$ cat src/pclr_pkg.sv
// ----------------------------------------------------------------------------
// pclr_pkg
// Shared constants, field types and controller/datapath interface structs for
// the positional symbol list with longest-run report.
// ----------------------------------------------------------------------------
package pclr_pkg;

   localparam int CAPACITY = 32;
   localparam int ADDR_W   = $clog2(CAPACITY);
   localparam int LEN_W    = $clog2(CAPACITY + 1);
   localparam int SYM_W    = 8;
   localparam int OPC_W    = 2;
   localparam int MODE_W   = 2;
   localparam int INDEX_W  = 6;
   localparam int RUN_W    = 6;
   localparam int CMP_W    = ((LEN_W > INDEX_W) ? LEN_W : INDEX_W) + 1;

   localparam logic [OPC_W-1:0] OP_INSERT = 2'd0;
   localparam logic [OPC_W-1:0] OP_DELETE = 2'd1;
   localparam logic [OPC_W-1:0] OP_REPORT = 2'd2;

   localparam logic [MODE_W-1:0] MODE_FRONT = 2'd0;
   localparam logic [MODE_W-1:0] MODE_BACK  = 2'd1;
   localparam logic [MODE_W-1:0] MODE_INDEX = 2'd2;

   typedef logic [SYM_W-1:0]   sym_type;
   typedef logic [OPC_W-1:0]   opc_type;
   typedef logic [MODE_W-1:0]  mode_type;
   typedef logic [INDEX_W-1:0] index_type;
   typedef logic [RUN_W-1:0]   run_type;

   // Commands from the controller to the datapath.
   typedef struct packed {
      logic load_ins;
      logic load_del;
      logic load_rep;
      logic step_ins;
      logic put_ins;
      logic step_del;
      logic fin_del;
      logic scan_step;
      logic scan_restart;
      logic emit_step;
      logic emit_count;
   } pclr_cmd_type;

   // Status from the datapath to the controller.
   typedef struct packed {
      logic ins_ok;
      logic del_ok;
      logic ins_done;
      logic del_done;
      logic scan_done;
      logic out_free;
   } pclr_sts_type;

endpackage

$ cat src/pclr_ctrl.sv
// ----------------------------------------------------------------------------
// pclr_ctrl
// Controller state machine: accepts commands and sequences the shift, scan
// and emit passes of the datapath.
// ----------------------------------------------------------------------------
module pclr_ctrl (
   input  logic                  clock,
   input  logic                  reset,
   input  logic                  req_valid,
   output logic                  req_ready,
   input  pclr_pkg::opc_type     req_opcode,
   input  pclr_pkg::pclr_sts_type sts,
   output pclr_pkg::pclr_cmd_type cmd
);
   import pclr_pkg::*;

   localparam logic [2:0] ST_IDLE  = 3'd0;
   localparam logic [2:0] ST_INS   = 3'd1;
   localparam logic [2:0] ST_DEL   = 3'd2;
   localparam logic [2:0] ST_SCAN  = 3'd3;
   localparam logic [2:0] ST_EMIT  = 3'd4;
   localparam logic [2:0] ST_COUNT = 3'd5;

   logic [2:0] state_ff;
   logic [2:0] state_in;
   logic       accept;

   assign req_ready = (state_ff == ST_IDLE);
   assign accept    = req_valid && req_ready;

   always_comb begin
      state_in = state_ff;
      cmd      = '0;
      unique case (state_ff)
         ST_IDLE: begin
            if (accept) begin
               unique case (req_opcode)
                  OP_INSERT: begin
                     if (sts.ins_ok) begin
                        cmd.load_ins = 1'b1;
                        state_in     = ST_INS;
                     end
                  end
                  OP_DELETE: begin
                     if (sts.del_ok) begin
                        cmd.load_del = 1'b1;
                        state_in     = ST_DEL;
                     end
                  end
                  OP_REPORT: begin
                     cmd.load_rep = 1'b1;
                     state_in     = ST_SCAN;
                  end
                  default: ;
               endcase
            end
         end
         ST_INS: begin
            if (sts.ins_done) begin
               cmd.put_ins = 1'b1;
               state_in    = ST_IDLE;
            end else begin
               cmd.step_ins = 1'b1;
            end
         end
         ST_DEL: begin
            if (sts.del_done) begin
               cmd.fin_del = 1'b1;
               state_in    = ST_IDLE;
            end else begin
               cmd.step_del = 1'b1;
            end
         end
         ST_SCAN: begin
            if (sts.scan_done) begin
               cmd.scan_restart = 1'b1;
               state_in         = ST_EMIT;
            end else begin
               cmd.scan_step = 1'b1;
            end
         end
         ST_EMIT: begin
            if (sts.scan_done) begin
               state_in = ST_COUNT;
            end else if (sts.out_free) begin
               cmd.emit_step = 1'b1;
            end
         end
         ST_COUNT: begin
            if (sts.out_free) begin
               cmd.emit_count = 1'b1;
               state_in       = ST_IDLE;
            end
         end
         default: begin
            state_in = ST_IDLE;
         end
      endcase
   end

   always_ff @(posedge clock) begin
      if (reset) begin
         state_ff <= ST_IDLE;
      end else begin
         state_ff <= state_in;
      end
   end

endmodule

$ cat src/pclr_dp.sv
// ----------------------------------------------------------------------------
// pclr_dp
// Datapath: symbol storage, list length, walk pointer, run counters and the
// result output register.
// ----------------------------------------------------------------------------
module pclr_dp (
   input  logic                   clock,
   input  logic                   reset,
   input  pclr_pkg::mode_type     req_mode,
   input  pclr_pkg::index_type    req_index,
   input  pclr_pkg::sym_type      req_symbol,
   input  pclr_pkg::pclr_cmd_type cmd,
   output pclr_pkg::pclr_sts_type sts,
   output logic                   rsp_valid,
   input  logic                   rsp_ready,
   output logic                   rsp_is_count,
   output pclr_pkg::sym_type      rsp_symbol,
   output pclr_pkg::run_type      rsp_run,
   output logic                   rsp_last
);
   import pclr_pkg::*;

   sym_type            store_ff [CAPACITY];
   logic [LEN_W-1:0]   len_ff;
   logic [LEN_W-1:0]   ptr_ff;
   logic [ADDR_W-1:0]  slot_ff;
   sym_type            sym_ff;
   sym_type            prev_ff;
   logic [LEN_W-1:0]   run_ff;
   logic [LEN_W-1:0]   best_ff;
   logic               out_valid_ff;
   logic               out_count_ff;
   sym_type            out_sym_ff;
   run_type            out_run_ff;

   logic [LEN_W-1:0]   rd_ptr;
   sym_type            rd_data;
   logic [LEN_W-1:0]   run_next;
   logic [CMP_W-1:0]   len_c;
   logic [CMP_W-1:0]   idx_c;
   logic [ADDR_W-1:0]  ins_slot;
   logic [ADDR_W-1:0]  del_slot;
   logic               ins_pos_ok;
   logic               del_pos_ok;
   logic               load_sym;

   // Single read port: the shift passes read the neighbor of the pointer.
   always_comb begin
      rd_ptr = ptr_ff;
      if (cmd.step_ins) begin
         rd_ptr = ptr_ff - LEN_W'(1);
      end else if (cmd.step_del) begin
         rd_ptr = ptr_ff + LEN_W'(1);
      end
   end

   assign rd_data  = store_ff[rd_ptr[ADDR_W-1:0]];
   assign run_next = ((ptr_ff != '0) && (rd_data == prev_ff)) ? run_ff + LEN_W'(1)
                                                              : LEN_W'(1);

   assign len_c = CMP_W'(len_ff);
   assign idx_c = CMP_W'(req_index);

   // Resolve the target slot and legality of insert and delete positions.
   always_comb begin
      ins_slot   = '0;
      del_slot   = '0;
      ins_pos_ok = 1'b0;
      del_pos_ok = 1'b0;
      unique case (req_mode)
         MODE_FRONT: begin
            ins_pos_ok = 1'b1;
            del_pos_ok = 1'b1;
         end
         MODE_BACK: begin
            ins_slot   = ADDR_W'(len_ff);
            del_slot   = ADDR_W'(len_ff - LEN_W'(1));
            ins_pos_ok = 1'b1;
            del_pos_ok = 1'b1;
         end
         MODE_INDEX: begin
            ins_slot   = ADDR_W'(req_index - INDEX_W'(1));
            del_slot   = ADDR_W'(req_index - INDEX_W'(1));
            ins_pos_ok = (idx_c != '0) && (idx_c <= len_c + CMP_W'(1));
            del_pos_ok = (idx_c != '0) && (idx_c <= len_c);
         end
         default: ;
      endcase
   end

   assign sts.ins_ok    = ins_pos_ok && (len_ff != LEN_W'(CAPACITY));
   assign sts.del_ok    = del_pos_ok && (len_ff != '0);
   assign sts.ins_done  = (ptr_ff == LEN_W'(slot_ff));
   assign sts.del_done  = ((CMP_W'(ptr_ff) + CMP_W'(1)) >= len_c);
   assign sts.scan_done = (ptr_ff == len_ff);
   assign sts.out_free  = !out_valid_ff || rsp_ready;

   assign load_sym = cmd.emit_step && (run_next == best_ff);

   // Storage has no reset; only entries below the length are ever read.
   always_ff @(posedge clock) begin
      if (cmd.step_ins || cmd.step_del) begin
         store_ff[ptr_ff[ADDR_W-1:0]] <= rd_data;
      end else if (cmd.put_ins) begin
         store_ff[slot_ff] <= sym_ff;
      end
   end

   always_ff @(posedge clock) begin
      if (cmd.load_ins) begin
         ptr_ff  <= len_ff;
         slot_ff <= ins_slot;
         sym_ff  <= req_symbol;
      end else if (cmd.load_del) begin
         ptr_ff  <= LEN_W'(del_slot);
      end else if (cmd.load_rep) begin
         ptr_ff  <= '0;
         run_ff  <= '0;
         best_ff <= '0;
      end else if (cmd.step_ins) begin
         ptr_ff <= ptr_ff - LEN_W'(1);
      end else if (cmd.step_del) begin
         ptr_ff <= ptr_ff + LEN_W'(1);
      end else if (cmd.scan_step) begin
         ptr_ff  <= ptr_ff + LEN_W'(1);
         run_ff  <= run_next;
         prev_ff <= rd_data;
         if (run_next > best_ff) begin
            best_ff <= run_next;
         end
      end else if (cmd.scan_restart) begin
         ptr_ff <= '0;
         run_ff <= '0;
      end else if (cmd.emit_step) begin
         ptr_ff  <= ptr_ff + LEN_W'(1);
         run_ff  <= run_next;
         prev_ff <= rd_data;
      end
   end

   always_ff @(posedge clock) begin
      if (reset) begin
         len_ff <= '0;
      end else if (cmd.put_ins) begin
         len_ff <= len_ff + LEN_W'(1);
      end else if (cmd.fin_del) begin
         len_ff <= len_ff - LEN_W'(1);
      end
   end

   // Output register: loaded only when empty or being drained this cycle.
   always_ff @(posedge clock) begin
      if (reset) begin
         out_valid_ff <= 1'b0;
      end else if (load_sym || cmd.emit_count) begin
         out_valid_ff <= 1'b1;
      end else if (rsp_ready) begin
         out_valid_ff <= 1'b0;
      end
   end

   always_ff @(posedge clock) begin
      if (load_sym) begin
         out_count_ff <= 1'b0;
         out_sym_ff   <= rd_data;
         out_run_ff   <= '0;
      end else if (cmd.emit_count) begin
         out_count_ff <= 1'b1;
         out_sym_ff   <= '0;
         out_run_ff   <= RUN_W'(best_ff);
      end
   end

   assign rsp_valid    = out_valid_ff;
   assign rsp_is_count = out_count_ff;
   assign rsp_symbol   = out_sym_ff;
   assign rsp_run      = out_run_ff;
   assign rsp_last     = out_count_ff;

endmodule

$ cat src/positional_char_list_longest_run.sv
// ----------------------------------------------------------------------------
// positional_char_list_longest_run
// Ordered list of byte symbols with positional insert and delete and a
// longest-run report, built as a controller and a datapath.
// ----------------------------------------------------------------------------
// Throughput is one command at a time; the length of the list sets how long
// a command runs, since the shift and scan passes move one entry per cycle
// through the single read port of the symbol storage, the emit pass only
// while the output register is free to take a result.
// Reset is synchronous and active high; it empties the list and the output
// register, while the symbol storage itself is not cleared.
module positional_char_list_longest_run (
   input  logic        clock,
   input  logic        reset,
   // Command channel.
   input  logic        req_tvalid,
   output logic        req_tready,
   // [1:0] opcode, [3:2] position_mode, [9:4] position_index,
   // [17:10] symbol_in, [23:18] zero.
   input  logic [23:0] req_tdata,
   // Result channel.
   output logic        rsp_tvalid,
   input  logic        rsp_tready,
   // [7:0] symbol_out, [13:8] longest_run, [15:14] zero.
   output logic [15:0] rsp_tdata,
   // [0] is_count.
   output logic        rsp_tuser,
   // Marks the final transaction of a report.
   output logic        rsp_tlast
);
   import pclr_pkg::*;

   pclr_cmd_type cmd;
   pclr_sts_type sts;
   sym_type      rsp_symbol;
   run_type      rsp_run;

   // The controller accepts a command transaction only when idle; the result
   // register in the datapath lets a new command start while the final result
   // of a report still waits downstream.
   pclr_ctrl u_ctrl (
      .clock      (clock),
      .reset      (reset),
      .req_valid  (req_tvalid),
      .req_ready  (req_tready),
      .req_opcode (req_tdata[1:0]),
      .sts        (sts),
      .cmd        (cmd)
   );

   pclr_dp u_dp (
      .clock        (clock),
      .reset        (reset),
      .req_mode     (req_tdata[3:2]),
      .req_index    (req_tdata[9:4]),
      .req_symbol   (req_tdata[17:10]),
      .cmd          (cmd),
      .sts          (sts),
      .rsp_valid    (rsp_tvalid),
      .rsp_ready    (rsp_tready),
      .rsp_is_count (rsp_tuser),
      .rsp_symbol   (rsp_symbol),
      .rsp_run      (rsp_run),
      .rsp_last     (rsp_tlast)
   );

   // Symbol results carry a zero length and the count result a zero symbol.
   assign rsp_tdata = {2'b00, rsp_run, rsp_symbol};

endmodule
$ cat config.mk
export PLATFORM = sky130hd
export DESIGN_NAME = positional_char_list_longest_run
export DESIGN_NICKNAME = d
export VERILOG_FILES = /design/src/pclr_pkg.sv /design/src/pclr_ctrl.sv /design/src/pclr_dp.sv /design/src/positional_char_list_longest_run.sv
export SDC_FILE = /design/constraint.sdc
export NUM_CORES = 1
export LEC_CHECK = 0
export ABC_AREA = 1
export BUFFER_PORTS_ARGS = -buffer_cell sky130_fd_sc_hd__buf_4
export CAP_MARGIN = 20
export CORE_ASPECT_RATIO = 1.5
export CORE_UTILIZATION = 40
export DETAILED_ROUTE_END_ITERATION = 7
export HOLD_SLACK_MARGIN = 0.12
export PLACE_DENSITY = 0.61
export SYNTH_ARGS = -nofsm -noshare
export SYNTH_HDL_FRONTEND = slang
export SYNTH_SLANG_ARGS = --single-unit
$ cat constraint.sdc
create_clock -name clock -period 5.6 [get_ports clock]
set_input_delay 1.4 -clock clock [delete_from_list [all_inputs] [get_ports clock]]
set_output_delay 1.4 -clock clock [all_outputs]
set_load 0.1 [all_outputs]
# Word-level counts from Yosys, hierarchy flattened
# Memories as Yosys holds them, arrays and structs flattened.
# Cells that the tools add are included.
# Widths: inputs -> output; s select.
# totals
inputBits	28
word_cells	158
mem_count	1
output_inout_bits	20
regBits	64
ram_bits	256
# op_classes
n_addsub	8
mux	71
bitwise_logic	5
n_lt_le_gt_ge	4
n_eq_ne	26
n_reduce_logical	31
# mem_list
memory	depth	width	read_ports	rd_ports_with_merged_regs	wr	line	rtl
u_dp.store_ff	32	8	1	0	1	pclr_dp.sv:23	sym_type store_ff [CAPACITY];
# ops
operator	n
$mux 6	20
$mux 8	6
$mux 3	10
$mux 1	23
$pmux 5 s2	2
$add 6x1->6 const B	3
$pmux 3 s6	1
$ne 2x2->1 const B	8
$mux 5	3
$add 6x1->7 const B	2
$eq 6x6->1	2
$reduce_bool 2->1	6
$reduce_bool 6->1	2
$sub 6x1->6 const B	2
$pmux 3 s3	1
$reduce_and 9->1	1
$eq 8x8->1	1
$reduce_bool 8->1	1
$reduce_or 8->1	1
$ge 7x6->1	1
$le 6x7->1	1
$logic_and 1x1->1	7
$reduce_and 7->1	1
$reduce_bool 7->1	1
24 further kinds	39

# Longest topological paths before layout
# An unclocked memory read counts as a cell.
# logic_depth
word_depth	15
mapped_depth	39
ltp_nobuf	37

# Hierarchy
# A second synthesis with hierarchy kept.
# unflattened
hier_cells	1479
area_unflattened_um2	15184.6
# modules_own_cells
module	seq_area_each_um2	cells_per_inst	area_per_inst_um2	instances
pclr_dp	9379.0	1410	14770.4	1
pclr_ctrl	60.1	66	395.4	1
positional_char_list_longest_run	0.0	3	18.8	1

# Worst setup path before layout
# OpenSTA, ideal clock, no wires.
# synth_path
kind	register to register
from	register u_dp.ptr_ff[0]
to	register u_dp.out_sym_ff[0], in the netlist u_dp.rsp_symbol[0] (data pin)
synth_period_minus_slack_ps	4754
n_path_buf	2
slack_ps	846
path_stages_with_launch	35
setup_ps	266
arrival_time_ps	4488
t_required_ps	5334
path_cell_list	edfxtp_1 ha_1 nand3_2 xor2_1 inv_1 ha_1 nand2_1 nand2_1 nand2_1 nand2_1 nor2_1 nand3_2 nand2_2 nand2_2 nand2_2 buf_1 nand2_1 nand3_1 nand3_1 nand3_1 nand3_1 nand2_1 xnor2_1 nand3_1 nor2_4 nand3_2 inv_1 ha_1 nand4_1 nor2_1 nand2_1 nor2_1 inv_1 clkbuf_1 nor2_1
# synth_via
elab_chain_len	13
word_cells_on_any_way	22
classes_between	add/sub: 3; order compare: 1; eq/ne: 4; mux: 10; reduce/logical: 3; memory: 1
# synth_lines
element	line	rtl
start: declaration	pclr_dp.sv:25	logic [LEN_W-1:0] ptr_ff;
start signal: assignment	pclr_dp.sv:111	ptr_ff <= len_ff;
start signal: assignment	pclr_dp.sv:115	ptr_ff <= LEN_W'(del_slot);
start signal: assignment	pclr_dp.sv:121	ptr_ff <= ptr_ff - LEN_W'(1);
$add 6x1->7	pclr_dp.sv:94	assign sts.del_done = ((CMP_W'(ptr_ff) + CMP_W'(1)) >= len_c);
$ge 7x6->1	pclr_dp.sv:94	
$mux 1	pclr_ctrl.sv:67	if (sts.del_done) begin
$mux 2	pclr_ctrl.sv:34	unique case (state_ff)
$mux 5	pclr_dp.sv:52	end else if (cmd.step_del) begin
$mux 5 (*)	pclr_dp.sv:50	if (cmd.step_ins) begin
$mem_v2 32x8 (*)	--	
net u_dp.rd_data[0]	pclr_dp.sv:37	sym_type rd_data;
$eq 8x8->1 (*)	pclr_dp.sv:58	assign run_next = ((ptr_ff != '0) && (rd_data == prev_ff)) ? run_ff + LEN_W'(1)
$logic_and 1x1->1 (*)	pclr_dp.sv:58	
$mux 6 (*)	pclr_dp.sv:58	
net u_dp.run_next[3]	pclr_dp.sv:38	logic [LEN_W-1:0] run_next;
$eq 6x6->1 (*)	pclr_dp.sv:98	assign load_sym = cmd.emit_step && (run_next == best_ff);
$logic_and 1x1->1 (*)	pclr_dp.sv:98	
$mux 8 (*)	pclr_dp.sv:163	if (load_sym) begin
end signal: assignment	pclr_dp.sv:165	out_sym_ff <= rd_data;
end: declaration	pclr_dp.sv:33	sym_type out_sym_ff;
# The timed path passes the listed nets; every way through them passes the cells marked *.
# A chain may end at the register's enable or synchronous reset.

# Final worst setup path
# layout_path
from	register u_dp.ptr_ff[0]
to	register u_dp.out_valid_ff, in the netlist u_dp.rsp_valid
# layout_via
elab_chain_len	14
word_cells_on_any_way	24
classes_between	add/sub: 3; order compare: 1; eq/ne: 4; mux: 10; reduce/logical: 5; memory: 1
# layout_lines
element	line	rtl
$add 6x1->7	pclr_dp.sv:94	
$ge 7x6->1	pclr_dp.sv:94	
$mux 1	pclr_ctrl.sv:67	
$mux 2	pclr_ctrl.sv:34	
$mux 5	pclr_dp.sv:52	
$mux 5 (*)	pclr_dp.sv:50	
$mem_v2 32x8 (*)	--	
net u_dp.rd_data[7]	pclr_dp.sv:37	
$eq 8x8->1 (*)	pclr_dp.sv:58	
$logic_and 1x1->1 (*)	pclr_dp.sv:58	
$mux 6 (*)	pclr_dp.sv:58	
net u_dp.run_next[3]	pclr_dp.sv:38	
$eq 6x6->1 (*)	pclr_dp.sv:98	
$logic_and 1x1->1 (*)	pclr_dp.sv:98	
$logic_or 1x1->1 (*)	pclr_dp.sv:155	end else if (load_sym || cmd.emit_count) begin
$mux 1 or $reduce_bool 2->1 (tied branches)	--	
end signal: assignment	pclr_dp.sv:154	out_valid_ff <= 1'b0;
end signal: assignment	pclr_dp.sv:156	out_valid_ff <= 1'b1;
end signal: assignment	pclr_dp.sv:158	out_valid_ff <= 1'b0;
end: declaration	pclr_dp.sv:31	logic out_valid_ff;
# Marked as above.

==> flow_metrics.tcl <==
set metrics [dict create \
    routed_via_density 5.236 \
    clock_sinks 320 \
    cp-end-kind "flop" \
    initial_utilization 0.4057 \
    cp.depth 39 \
    worstSetupPathType "flop to flop" \
    hold_viol_final 0 \
    min_path_type "flop to flop" \
    drc 0 \
    period_share 0.9271 \
    crit_family "simple AND/OR/NAND/NOR gates" \
    critPathMaxFanout 19 \
    nNetsFinal 1578 \
    min_path_cells 2 \
    r2r_slack_ns 0.41 \
    wl_per_cell_um 18.83 \
    via_count 10560 \
    hpwl_um 25420 \
    ys_seq_elements 320 \
    cts_tree "done" \
    holdPathEnd "u_dp.rsp_is_count" \
    grt_overflow 0 \
    gp_congestion 0.8997 \
    path_clk_slew_ns 0.07 \
    grt.busiest_layer "met2" \
    ioPinCount 48 \
    grt_usage 0.1984 \
    met1_usage 0.2144 \
    grt_use_met3 0.01908 \
    r2r_end "u_dp.rsp_valid" \
    ctsRootBufferMaster "clkbuf_16" \
    drt-pass1-iter-count 5 \
    cp_slowest_cell "edfxtp_1" \
    setup_violations 0 \
    synth_edf_count 303 \
    cts_max_level 1 \
    seq_area_sq_mm 0.009439 \
    whs_ns 0.5291 \
    n_antenna_cell 0 \
    ys_seq_area_frac 0.6322 \
    crit_required_ns 6.07 \
    postSynthCellCount 1447 \
    status "completed" \
    grt_pass1_wl_um 58190 \
    grt_max_degree 60 \
    worstRegToRegCells 39 \
    syn2layout_area_growth_pct 14.99 \
    portBuffers 39 \
    hp-start "u_dp.rsp_is_count" \
    synth_cell_types 43 \
    multi_input_area_sq_mm 0.004891 \
    max_cap_viol_count 0 \
    mostFrequentLayoutCells "358 x nand2_1, 303 x edfxtp_1, 286 x nand3_1, 103 x inv_1, 90 x nor2_1" \
    drive_gt1_frac 0.1299 \
    clk_path_buf_depth 3 \
    min_period_ns 5.192 \
    cp.buffers_inverters 8 \
    die_h_um 238.6 \
    die-area_sq_mm 0.03812 \
    rows 86 \
    grtUsageMet2 0.3672 \
    ys_warn_count 0 \
    r2r_start "u_dp.ptr_ff[0]" \
    path_common_cell "nand2_1" \
    syn_avg_cell_area_sq_um 10.32 \
    ant_nets 0 \
    core_area_sq_mm 0.03680 \
    wl_um 37960 \
    slew_headroom 0.3197 \
    async_flop_share 0 \
    cts_inserted_buffers 29 \
    drv_slew 0 \
    fillerInstances 3395 \
    grt_pass1_vias 10630 \
    start_kind "flop" \
    worst_pin_slew_ns 1.019 \
    die_w_um 159.7 \
    antenna_found_initial 0 \
    finalClockSkew_ns 0.01911 \
    crit_arrival_ns 5.66 \
    ys.flop_type "edfxtp_1" \
    layout_commonest_cell "nand2_1" \
    fmax_mhz 192.6 \
    clkLatencyLatePin_ns 0.57 \
    syn-cell-area_sq_mm 0.01493 \
    crit_path_max_incr_delay_ns 0.39 \
    drtIter0Drc 764 \
]
[worst max-delay path by stage]
stage                               endpoint  slack, ns            from
after global routing      u_dp.rsp_symbol[0]      -0.03  u_dp.ptr_ff[0]
after detailed placement      u_dp.rsp_valid       0.18  u_dp.ptr_ff[0]
after CTS                     u_dp.rsp_valid       0.13  u_dp.ptr_ff[0]
after global placement        u_dp.rsp_valid       0.27  u_dp.ptr_ff[0]
final                         u_dp.rsp_valid       0.41  u_dp.ptr_ff[0]
after floorplan           u_dp.rsp_symbol[0]       0.85  u_dp.ptr_ff[0]
[cells in the mapped netlist, types with 7 or more instances]
cell type  instances  share of area
nand4_1            8         0.0034
clkbuf_1           9         0.0023
ha_1              40          0.034
inv_1            105          0.026
a21oi_1           25         0.0084
nor2_1            92          0.023
buf_2             42          0.014
nand2_2            8         0.0034
buf_4              7         0.0035
nand2_1          363          0.091
edfxtp_1         303           0.61
nand3_1          302           0.10
o21ai_0           32          0.011
dfxtp_1           17          0.023
xor2_1            16         0.0094
inv_2              7         0.0018
nor3_1            10         0.0034
[tightest hold or removal path: stages (launching register included)]
cell     delay [ns]
dfxtp_1        0.36
o21ai_0        0.09
inv_1          0.05
[stage by stage]
step	area [sq um]	instances	worst slack [ns]	utilization	setup TNS, ns
floorplan	14930	1448	0.8456	-	0
global placement	16030	1957	0.2683	0.4355	0
detailed placement	16030	1957	0.1827	0.4355	0
CTS	16900	2010	0.1343	0.4593	0
global route	17170	2016	-0.02838	0.4665	-0.2318
finish	17170	2016	0.4080	0.4665	0
[cell type report]
cell class / instances / share of cell area
sequential: 320 / 0.5498
multi-input combinational: 951 / 0.2849
timing repair buffer: 95 / 0.05400
clock buffer: 32 / 0.04292
inverter: 113 / 0.02514
tap: 484 / 0.03527
clock inverter: 21 / 0.008016
[layer usage]
layer,up-vias,part of all wire
li1,5133,-
met1,5024,0.37
met2,294,0.53
met3,105,0.043
met4,0,0.057
met5,-,0
[repair_timing]
action / in CTS / in global routing
resized for setup: 0 / 32
buffers inserted: 0 / 2
setup endpoints to repair: 0 / 30
hold buffers: 0 / 0
[cells by family after synthesis]
kind of cell / Yosys count / synth area share
other: 1 / 0.0002512
and+or+nand+nor: 802 / 0.2362
adders and majority gates: 40 / 0.03352
buffers and inverters: 177 / 0.05129
DFF: 320 / 0.6322
AOI/OAI and AO/OA: 86 / 0.03419
xor gates and xnor gates: 21 / 0.01232
[sequential cells by signal, indices dropped and copies added (netlist names), 6 cells and up]
register,count
u_dp.best_ff,6
u_dp.len_ff,6
u_dp.prev_ff,8
u_dp.ptr_ff,6
u_dp.rsp_run,6
u_dp.rsp_symbol,8
u_dp.run_ff,6
u_dp.store_ff,256
u_dp.sym_ff,8
Power is not shown: default switching activity piles up to over one toggle a cycle in this logic, so the estimate is an artifact.
